==> config.mk <==
export PLATFORM = sky130hd
export DESIGN_NAME = bdq_ctrl
export DESIGN_NICKNAME = d
export VERILOG_FILES = /design/src/rtl/bounded_deque_macros.svh /design/src/rtl/bdq_pkg.sv /design/src/rtl/bdq_ctrl.sv
export SDC_FILE = /design/constraint.sdc
export NUM_CORES = 1
export LEC_CHECK = 0
export ABC_CLOCK_PERIOD_IN_PS = 8700
export BUFFER_PORTS_ARGS = -buffer_cell sky130_fd_sc_hd__clkbuf_2
export CORE_ASPECT_RATIO = 0.6
export CORE_MARGIN = 4
export CORE_UTILIZATION = 57
export CTS_CLUSTER_DIAMETER = 150
export DETAILED_ROUTE_END_ITERATION = 8
export HOLD_SLACK_MARGIN = 0.12
export PLACE_DENSITY_LB_ADDON = 0.3
export SYNTH_ARGS = -nofsm -noshare
export SYNTH_HDL_FRONTEND = slang
export SYNTH_SLANG_ARGS = --single-unit
==> constraint.sdc <==
create_clock -name clk -period 8.7 [get_ports clk]
set_input_delay 1.305 -clock clk [delete_from_list [all_inputs] [get_ports clk]]
set_output_delay 1.305 -clock clk [all_outputs]
set_load 0.005 [all_outputs]
==> src/rtl/bounded_deque_macros.svh <==
// Assertion helpers for the bounded deque.
`ifndef BOUNDED_DEQUE_MACROS_SVH
`define BOUNDED_DEQUE_MACROS_SVH

// Same-cycle implication, checked out of reset.
`define BDQ_ASSERT_IMPL(label, ante, cons) \
  label: assert property (@(posedge clk) disable iff (rst) (ante) |-> (cons)) \
    else $error("bounded_deque: check failed");

// Delayed implication, checked out of reset.
`define BDQ_ASSERT_LAT2(label, ante, cons) \
  label: assert property (@(posedge clk) disable iff (rst) (ante) |=> ##1 (cons)) \
    else $error("bounded_deque: latency check failed");

`endif

==> src/rtl/bdq_pkg.sv <==
package bdq_pkg;

  localparam int MAX_DEPTH = 1024;
  localparam int ADDR_W    = $clog2(MAX_DEPTH);
  localparam int CNT_W     = $clog2(MAX_DEPTH + 1);
  localparam int CAP_W     = 11;
  localparam int CMP_W     = (CNT_W > CAP_W) ? CNT_W : CAP_W;
  localparam int WORD_W    = 32;

  localparam logic [CAP_W-1:0] CAP_RESET = 11'd1024;

  typedef enum logic [2:0] {
    CMD_INS_FRONT = 3'd0,
    CMD_INS_REAR  = 3'd1,
    CMD_DEL_FRONT = 3'd2,
    CMD_DEL_REAR  = 3'd3,
    CMD_QUERY     = 3'd4
  } cmd_t;

  typedef struct packed {
    logic [2:0]               command;
    logic signed [WORD_W-1:0] value;
  } in_t;

  typedef struct packed {
    logic                     ok;
    logic signed [WORD_W-1:0] front_value;
    logic signed [WORD_W-1:0] rear_value;
    logic                     is_empty;
    logic                     is_full;
  } out_t;

  typedef struct packed {
    logic              we;
    logic [ADDR_W-1:0] waddr;
    logic [WORD_W-1:0] wdata;
    logic [ADDR_W-1:0] raddr_front;
    logic [ADDR_W-1:0] raddr_rear;
  } mem_req_t;

  typedef struct packed {
    logic              ok;
    logic              is_empty;
    logic              is_full;
    logic              front_byp;
    logic              rear_byp;
    logic [WORD_W-1:0] byp_value;
  } res_ctl_t;

endpackage

==> src/rtl/bdq_ctrl.sv <==
module bdq_ctrl (
  input  logic                                clk,
  input  logic                                rst,
  input  logic                                op_valid,
  input  bdq_pkg::in_t                        op,
  input  logic                                capacity_we,
  input  logic [bdq_pkg::CAP_W-1:0]           capacity_wdata,
  output bdq_pkg::mem_req_t                   mem,
  output bdq_pkg::res_ctl_t                   flags
);

  localparam int ADDR_W = bdq_pkg::ADDR_W;
  localparam int CNT_W  = bdq_pkg::CNT_W;
  localparam int CMP_W  = bdq_pkg::CMP_W;
  localparam int DEPTH  = bdq_pkg::MAX_DEPTH;

  logic [ADDR_W-1:0]         head, head_next;
  logic [ADDR_W-1:0]         rear, rear_next;
  logic [CNT_W-1:0]          count, count_next;
  logic [bdq_pkg::CAP_W-1:0] capacity;
  logic [CMP_W-1:0]          cap_eff;
  logic                      empty_now, full_now;

  function automatic logic [ADDR_W-1:0] wrap_inc(input logic [ADDR_W-1:0] a);
    wrap_inc = (a == ADDR_W'(DEPTH - 1)) ? '0 : a + 1'b1;
  endfunction

  function automatic logic [ADDR_W-1:0] wrap_dec(input logic [ADDR_W-1:0] a);
    wrap_dec = (a == '0) ? ADDR_W'(DEPTH - 1) : a - 1'b1;
  endfunction

  // zero acts as one, anything past the store size as the store size
  always_comb begin
    if (capacity == '0) begin
      cap_eff = CMP_W'(1);
    end else if (CMP_W'(capacity) > CMP_W'(DEPTH)) begin
      cap_eff = CMP_W'(DEPTH);
    end else begin
      cap_eff = CMP_W'(capacity);
    end
  end

  assign empty_now = (count == '0);
  assign full_now  = (CMP_W'(count) >= cap_eff);

  // rear always points at head + count - 1 (mod depth)
  always_comb begin
    head_next       = head;
    rear_next       = rear;
    count_next      = count;
    mem.we          = 1'b0;
    mem.waddr       = head;
    mem.wdata       = op.value;
    flags.ok        = 1'b0;
    flags.front_byp = 1'b0;
    flags.rear_byp  = 1'b0;
    unique case (op.command)
      bdq_pkg::CMD_INS_FRONT: begin
        if (!full_now) begin
          head_next       = wrap_dec(head);
          count_next      = count + 1'b1;
          mem.we          = op_valid;
          mem.waddr       = head_next;
          flags.ok        = 1'b1;
          flags.front_byp = 1'b1;
          flags.rear_byp  = empty_now;
        end
      end
      bdq_pkg::CMD_INS_REAR: begin
        if (!full_now) begin
          rear_next       = wrap_inc(rear);
          count_next      = count + 1'b1;
          mem.we          = op_valid;
          mem.waddr       = rear_next;
          flags.ok        = 1'b1;
          flags.rear_byp  = 1'b1;
          flags.front_byp = empty_now;
        end
      end
      bdq_pkg::CMD_DEL_FRONT: begin
        if (!empty_now) begin
          head_next  = wrap_inc(head);
          count_next = count - 1'b1;
          flags.ok   = 1'b1;
        end
      end
      bdq_pkg::CMD_DEL_REAR: begin
        if (!empty_now) begin
          rear_next  = wrap_dec(rear);
          count_next = count - 1'b1;
          flags.ok   = 1'b1;
        end
      end
      bdq_pkg::CMD_QUERY: begin
        flags.ok = 1'b1;
      end
      default: begin
      end
    endcase
    mem.raddr_front = head_next;
    mem.raddr_rear  = rear_next;
    flags.is_empty  = (count_next == '0);
    flags.is_full   = (CMP_W'(count_next) >= cap_eff);
    flags.byp_value = op.value;
  end

  always_ff @(posedge clk) begin
    if (rst) begin
      head     <= '0;
      rear     <= ADDR_W'(DEPTH - 1);
      count    <= '0;
      capacity <= bdq_pkg::CAP_RESET;
    end else begin
      if (op_valid) begin
        head  <= head_next;
        rear  <= rear_next;
        count <= count_next;
      end
      if (capacity_we && empty_now) begin
        capacity <= capacity_wdata;
      end
    end
  end

endmodule

==> results of run 1 <==
how the worst max path moves through the flow:
stage	start	end	slack [ns]	cells after the start
after floorplan	op[34]	flags[34]	3.22	16
final	op[34]	flags[34]	2.44	16
after CTS	op[34]	flags[34]	2.54	16
after detailed placement	op[33]	flags[34]	2.56	16
after global routing	capacity[6]	flags[34]	2.20	19
after global placement	op[34]	flags[34]	2.80	17
kinds of logic (layout without fill, tap and decap cells):
logic type / count (synthesis) / count (layout)
buffers and inverters: 124 / 78
AOI/OAI and AO/OA: 175 / 175
DFF: 42 / 42
muxes: 4 / 4
adders and majority gates: 28 / 28
xor gates and xnor gates: 27 / 27
and+or+nand+nor: 261 / 261
cells in the final DEF, fill, tap and decap left out, types with 5 or more instances in the layout:
cell | Yosys | routed
nand2_1 | 85 | 85
nor2_1 | 71 | 71
clkbuf_2 | 0 | 53
a21oi_1 | 47 | 47
dfxtp_1 | 42 | 42
o21ai_0 | 36 | 36
ha_1 | 28 | 28
nand3_1 | 20 | 20
inv_1 | 16 | 16
xor2_1 | 15 | 15
a21o_1 | 15 | 15
nor3_1 | 13 | 13
xnor2_1 | 12 | 12
and3_1 | 11 | 11
a31oi_1 | 9 | 9
nand4_1 | 8 | 8
o21a_1 | 7 | 7
or3_1 | 7 | 7
o211ai_1 | 7 | 7
nand3b_1 | 6 | 6
nor4_1 | 6 | 6
a221o_1 | 5 | 5
a211oi_1 | 5 | 5
nand2b_1 | 5 | 5
nor3b_1 | 5 | 5
o31ai_1 | 5 | 5
or4_1 | 5 | 5
clkbuf_16 | 0 | 5
worst reg2reg max path: cells and delay by family (launching register included):
kind	cells	cell delay, ns
compound gates	6	1.73
flops	1	0.39
fa+ha+maj	1	0.28
simple gates	3	1.02
buf+inv	1	0.26
synthesized netlist by cell type, types with 3 or more instances:
cell       n
a211o_1    4
a211oi_1   5
a21o_1    15
a21oi_1   47
a221o_1    5
a311oi_1   4
a31oi_1    9
a41o_1     3
and2_1     4
and3_1    11
buf_4     64
clkbuf_1  39
dfxtp_1   42
ha_1      28
inv_1     16
mux2i_1    4
nand2_1   85
nand2b_1   5
nand3_1   20
nand3b_1   6
nand4_1    8
nor2_1    71
nor2b_1    4
nor3_1    13
nor3b_1    5
nor4_1     6
o211ai_1   7
o21a_1     7
o21ai_0   36
o22ai_1    4
o31a_1     3
o31ai_1    5
or3_1      7
or4_1      5
xnor2_1   12
xor2_1    15
layer usage:
layer  vias to the layer above  track usage  wire, µm
met5                         -            0         0
met4                         0      0.08962       333
met3                        51      0.06336      1817
met2                       357       0.3879      5388
met1                      2180       0.4510      6473
li1                       2199            -         -
power breakdown:
part	leakage (nW)	switching (mW)	internal, mW	total, mW
Sequential	0.344	0.0432	0.216	0.259
Combinational	1.51	0.329	0.196	0.525
Clock	0.0940	0.0841	0.165	0.249
Total	1.94	0.456	0.577	1.03
metrics by stage:
stage / util / total power [mW] / hold WS (ns) / cell area [µm²]
floorplan: - / 0.6489 / 0.4490 / 4614
global placement: 0.5537 / 0.7517 / 0.4629 / 4364
detailed placement: 0.5537 / 0.7638 / 0.4754 / 4364
CTS: 0.5783 / 1.016 / 0.4834 / 4558
global route: 0.5783 / 1.099 / 0.5168 / 4558
finish: 0.5783 / 1.033 / 0.4884 / 4558
registers in the layout, summed over array words and instances, names as in the netlist:
signal    count
count        11
rear         10
capacity     11
head         10
area by class of cell:
type                            instances  area, µm²
Multi-Input combinational cell        495       3059
Fill cell                             783       3324
Inverter                               17      63.81
Tap cell                              108      135.1
Timing Repair Buffer                   53      265.3
Sequential cell                        42      840.8
Clock buffer                            5      125.1
Clock inverter                          3      68.82
==> results.sh, run 1 <==
export IMPL_slowest_delay_ns=0.63
export IMPL_fin_ws_ns=2.440
export IMPL_place_inst=715
export IMPL_portBuffers=53
export IMPL_io_pins=150
export IMPL_post_route_cells_drive_above_1_share=0.1187
export IMPL_nets=692
export IMPL_critical_path_class="in2out"
export IMPL_first_pass_iters=6
export IMPL_die_x_um=124.2
export IMPL_rsz0062_at_grt="no"
export IMPL_syn_num_nets=739
export IMPL_htreeDepth=2
export IMPL_cts_resized=0
export IMPL_synth_warnings=0
export IMPL_synth_edf_count=0
export IMPL_synth_mux_area_fraction=0.008677
export IMPL_async_reset_ff_frac=0
export IMPL_tns_ns=0
export IMPL_cts_tree="done"
export IMPL_critPathRequiredTime_ns=7.39
export IMPL_overflow=0
export IMPL_synth_seq_area_share=0.1822
export IMPL_hold_path_depth=2
export IMPL_ant_nets=0
export IMPL_routed_wl_um=14010
export IMPL_hold_path_end="capacity[0]"
export IMPL_cp_arrival_ns=4.95
export IMPL_powerDensity_nw_per_um2=226.7
export IMPL_dieArea_um2=9646
export IMPL_diodes=0
export IMPL_worstHoldStart="capacity[0]"
export IMPL_synth_top_family_by_area="simple AND/OR/NAND/NOR gates"
export IMPL_drc=0
export IMPL_hold_buffers=0
export IMPL_clock_sinks=42
export IMPL_cts_setup_buffers=0
export IMPL_clk_pin_slew_ns=0.06
export IMPL_vias_per_cell=6.621
export IMPL_leakagePower_nw=1.944
export IMPL_finalHoldViolCount=0
export IMPL_r2r_slack_ns=4.96
export IMPL_clock_path_buffers=2
export IMPL_period_share=0.7195
export IMPL_synth_compound_area_share=0.2546
export IMPL_synth_area_per_cell_um2=6.981
export IMPL_drt_iter0_drc=912
export IMPL_crit_buf_inv=2
export IMPL_rows=25
export IMPL_status="finished clean"
export IMPL_ys_ff_latch=42
export IMPL_synth_top_area_share=0.1822
export IMPL_cp_slowest_cell="a21oi_2"
export IMPL_skew_ns=0.006964
export IMPL_timing_max_cap_violations=0
export IMPL_areaGrowthSynthToFinish_pct=-1.220
export IMPL_antenna_found_initial=0
export IMPL_synthesis_area_um2=4614
export IMPL_worst_pin_slew_ns=1.021
export IMPL_reg2reg_depth=11
export IMPL_synth_top_area_cell="dfxtp_1"
export IMPL_setup_viol=0
export IMPL_synth_fa_ha_area_frac=0.07592
export IMPL_hpwlAfterDp_um=10180
export IMPL_vdd_ir_drop_max_uv=99.21
export IMPL_holdCritPathClass="reg2reg"
export IMPL_cp_top_family="compound AO/OA/AOI/OAI gates"
export IMPL_r2r_start="capacity[10]"
export IMPL_clk_latency_ns=0.29
export IMPL_final_max_slew_viol_count=0
export IMPL_synth_top_flop_cell="dfxtp_1"
export IMPL_clock_root_buffer="clkbuf_16"
export IMPL_gp_congestion=0.9917
export IMPL_synth_area_leaders="dfxtp_1 (18%), buf_4 (10%), ha_1 (7.6%)"
export IMPL_coreArea_um2=7883
export IMPL_start_util=0.5854
export IMPL_cts_made_buffers=5
export IMPL_wl_per_cell_um=19.38
export IMPL_cp_start_kind="input port"
export IMPL_yosys_cell_types_count=66
export IMPL_max_freq_ghz=0.1597
export IMPL_grt_pass1_vias=4359
export IMPL_synth_xor_area_frac=0.05125
export IMPL_crit_path_max_fanout=19
export IMPL_worstPathCellList="clkbuf_2 > or2_2 > a2111o_1 > o31ai_1 > a21oi_2 > o21ai_0 > o21ai_0 > ha_1 > a21o_1 > a21o_1 > a21o_1 > a21o_1 > a21o_1 > a211oi_1 > o21ai_0 > clkbuf_2"
export IMPL_r2r_end="rear[0]"
export IMPL_synth_cells=661
export IMPL_dr_total_vias=4787
export IMPL_synth_simple_area_share=0.2725
export IMPL_endpoint_kind="output port"
export IMPL_die_y_um=77.70
export IMPL_grt_first_pass_wirelength_um=22610
export IMPL_place_ws_ns=2.558
export IMPL_grt_max_degree=46
export IMPL_final_cells=723
export IMPL_layout_min_cycle_time_ns=6.260
export IMPL_max_slew_margin_rel=0.3192
export IMPL_grt_use_total=0.2902
export IMPL_cpMostUsedCell="a21o_1"
No activity file was read; power rests on OpenSTA's default activity.
==> inputs of run 2 (changes only) <==
--- a/config.mk
+++ b/config.mk
@@ -5,11 +5,11 @@
 export SDC_FILE = /design/constraint.sdc
 export NUM_CORES = 1
 export LEC_CHECK = 0
-export ABC_CLOCK_PERIOD_IN_PS = 8700
+export ABC_CLOCK_PERIOD_IN_PS = 5350
 export BUFFER_PORTS_ARGS = -buffer_cell sky130_fd_sc_hd__clkbuf_2
 export CORE_ASPECT_RATIO = 0.6
 export CORE_MARGIN = 4
-export CORE_UTILIZATION = 57
+export CORE_UTILIZATION = 47
 export CTS_CLUSTER_DIAMETER = 150
 export DETAILED_ROUTE_END_ITERATION = 8
 export HOLD_SLACK_MARGIN = 0.12
==> constraint.sdc (replaced) <==
create_clock -name clk -period 5.35 [get_ports clk]
set_input_delay 0.8025 -clock clk [delete_from_list [all_inputs] [get_ports clk]]
set_output_delay 0.8025 -clock clk [all_outputs]
set_load 0.005 [all_outputs]
==> run 2 against run 1 <==
Effect of this change:
- core utilization decreased by 7.6 points
- die area increased by 19%
- global-route usage decreased by 3.6 points
- clock skew increased by 0.0018 ns
- sequential power increased by 63%
- worst setup slack got worse by 2.2 ns
- flip-flop and latch count unchanged
- first-iteration DRC count decreased by 19%
- critical path depth increased by 3
- sequential share of layout area decreased by 0.55 points
- power increased by 71%
- clock power increased by 66%
- critical path type is now reg2out
- highest routed layer unchanged
==> results.sh, run 2 (same netlist as run 1, synthesis figures left out) <==
export IMPL_status="finished clean"
export IMPL_reg2reg_depth=12
export IMPL_hold_path_depth=2
export IMPL_rsz0062_at_grt="no"
export IMPL_timing_max_cap_violations=0
export IMPL_vias_per_cell=6.301
export IMPL_holdCritPathClass="reg2reg"
export IMPL_cts_made_buffers=5
export IMPL_vdd_ir_drop_max_uv=157.0
export IMPL_grt_use_total=0.2544
export IMPL_dr_total_vias=4770
export IMPL_r2r_start="capacity[6]"
export IMPL_clk_latency_ns=0.30
export IMPL_hold_buffers=0
export IMPL_grt_max_degree=46
export IMPL_endpoint_kind="output port"
export IMPL_wl_per_cell_um=19.54
export IMPL_dieArea_um2=11520
export IMPL_place_inst=746
export IMPL_overflow=0
export IMPL_drc=0
export IMPL_final_max_slew_viol_count=0
export IMPL_max_freq_ghz=0.1952
export IMPL_max_slew_margin_rel=0.3562
export IMPL_coreArea_um2=9358
export IMPL_ant_nets=0
export IMPL_worstPathCellList="inv_4 > nand2_1 > ha_1 > a21o_1 > a221o_1 > a41oi_4 > a21o_1 > nor2_1 > xnor2_1 > ha_1 > nand2b_1 > a21o_1 > a21o_1 > a21o_1 > a21o_1 > a21o_1 > a211oi_1 > o21ai_0 > clkbuf_2"
export IMPL_r2r_end="rear[9]"
export IMPL_first_pass_iters=5
export IMPL_clk_pin_slew_ns=0.07
export IMPL_r2r_slack_ns=1.77
export IMPL_critPathRequiredTime_ns=4.55
export IMPL_finalHoldViolCount=0
export IMPL_worstHoldStart="capacity[1]"
export IMPL_hold_path_end="capacity[1]"
export IMPL_htreeDepth=2
export IMPL_post_route_cells_drive_above_1_share=0.1388
export IMPL_clock_path_buffers=2
export IMPL_leakagePower_nw=2.010
export IMPL_hpwlAfterDp_um=11050
export IMPL_clock_root_buffer="clkbuf_16"
export IMPL_critical_path_class="reg2out"
export IMPL_cpMostUsedCell="a21o_1"
export IMPL_nFillCells=989
export IMPL_cp_arrival_ns=4.32
export IMPL_cp_slowest_cell="dfxtp_1"
export IMPL_final_cells=757
export IMPL_powerDensity_nw_per_um2=375.2
export IMPL_slowest_delay_ns=0.37
export IMPL_grt_pass1_vias=4285
export IMPL_portBuffers=53
export IMPL_final_cell_mix="nand2_1 (85), nor2_1 (70), clkbuf_2 (53), a21oi_1 (47), dfxtp_1 (42)"
export IMPL_die_y_um=84.75
export IMPL_drt_iter0_drc=737
export IMPL_rows=27
export IMPL_cp_start_kind="register"
export IMPL_areaGrowthSynthToFinish_pct=1.844
export IMPL_nets=704
export IMPL_die_x_um=135.9
export IMPL_period_share=0.9577
export IMPL_diodes=0
export IMPL_layout_min_cycle_time_ns=5.124
export IMPL_crit_path_max_fanout=10
export IMPL_start_util=0.4931
export IMPL_gp_congestion=0.9766
export IMPL_antenna_found_initial=0
export IMPL_tns_ns=0
export IMPL_clock_sinks=42
export IMPL_worst_pin_slew_ns=0.9657
export IMPL_io_pins=150
export IMPL_skew_ns=0.008798
export IMPL_setup_viol=0
export IMPL_largestRegisters="capacity: 11 flops, count: 11 flops"
export IMPL_final_common_cell="nand2_1"
export IMPL_cts_tree="done"
export IMPL_grt_first_pass_wirelength_um=23410
export IMPL_routed_wl_um=14790
-- run 2: area by class of cell --
cell class	instances	area, µm²	share of cell area
Multi-Input combinational cell	495	3080	0.6555
Timing Repair Buffer	65	355.3	0.07561
Inverter	17	66.31	0.01411
Clock buffer	5	125.1	0.02662
Tap cell	130	162.7	0.03461
Clock inverter	3	68.82	0.01464
Sequential cell	42	840.8	0.1789
-- run 2: power breakdown --
part / total, mW / internal, mW / switching [mW]
sequential: 0.421 / 0.351 / 0.0699
clock: 0.414 / 0.269 / 0.145
combinational: 0.928 / 0.366 / 0.562
total: 1.76 / 0.986 / 0.777
-- run 2: worst max-delay path by stage --
| stage | start | to | slack (ns) | depth (start not counted) |
|---|---|---|---|---|
| floorplan | capacity[10] | flags[34] | 0.84 | 18 |
| global placement | capacity[10] | flags[34] | 0.46 | 19 |
| detailed placement | capacity[10] | flags[34] | 0.31 | 19 |
| CTS | capacity[6] | flags[34] | 0.09 | 20 |
| global route | capacity[10] | flags[34] | 0.04 | 19 |
| finish | capacity[10] | flags[34] | 0.23 | 19 |
-- run 2: what timing repair did --
item                       4_1_cts  5_1_grt
cloned                           0        0
resized for setup                2        4
buffers inserted                 0        3
pin swaps                        0        1
setup endpoints to repair        1        1
-- run 2: metrics by stage --
stage          cell area, µm²  hold slack (ns)  power, mW  setup WS [ns]  utilization
2_1_floorplan            4614           0.4490      1.055         0.8426            -
3_3_place_gp             4459           0.4664      1.263         0.4624       0.4765
3_5_place_dp             4459           0.4689      1.276         0.3104       0.4765
4_1_cts                  4666           0.4854      1.707        0.09122       0.4986
5_1_grt                  4700           0.5031      1.881        0.04263       0.5022
6_report                 4700           0.4881      1.763         0.2263       0.5022
-- run 2: critical path: cells and delay by family (launching register included) --
family / cells / cell delay, ns
XOR/XNOR: 1 / 0.13
AO/OA/AOI/OAI: 11 / 2.30
adder cells (fa/ha/maj): 2 / 0.63
flip-flops: 1 / 0.37
buffers and inverters: 2 / 0.25
AND/OR/NAND/NOR: 3 / 0.34
-- run 2: layer usage --
metal	up-vias	track usage	wire, µm
met5	-	0	0
met3	44	0.08024	1818
met1	2209	0.4011	7052
met2	283	0.3222	5638
li1	2234	-	-
met4	0	0.06221	279
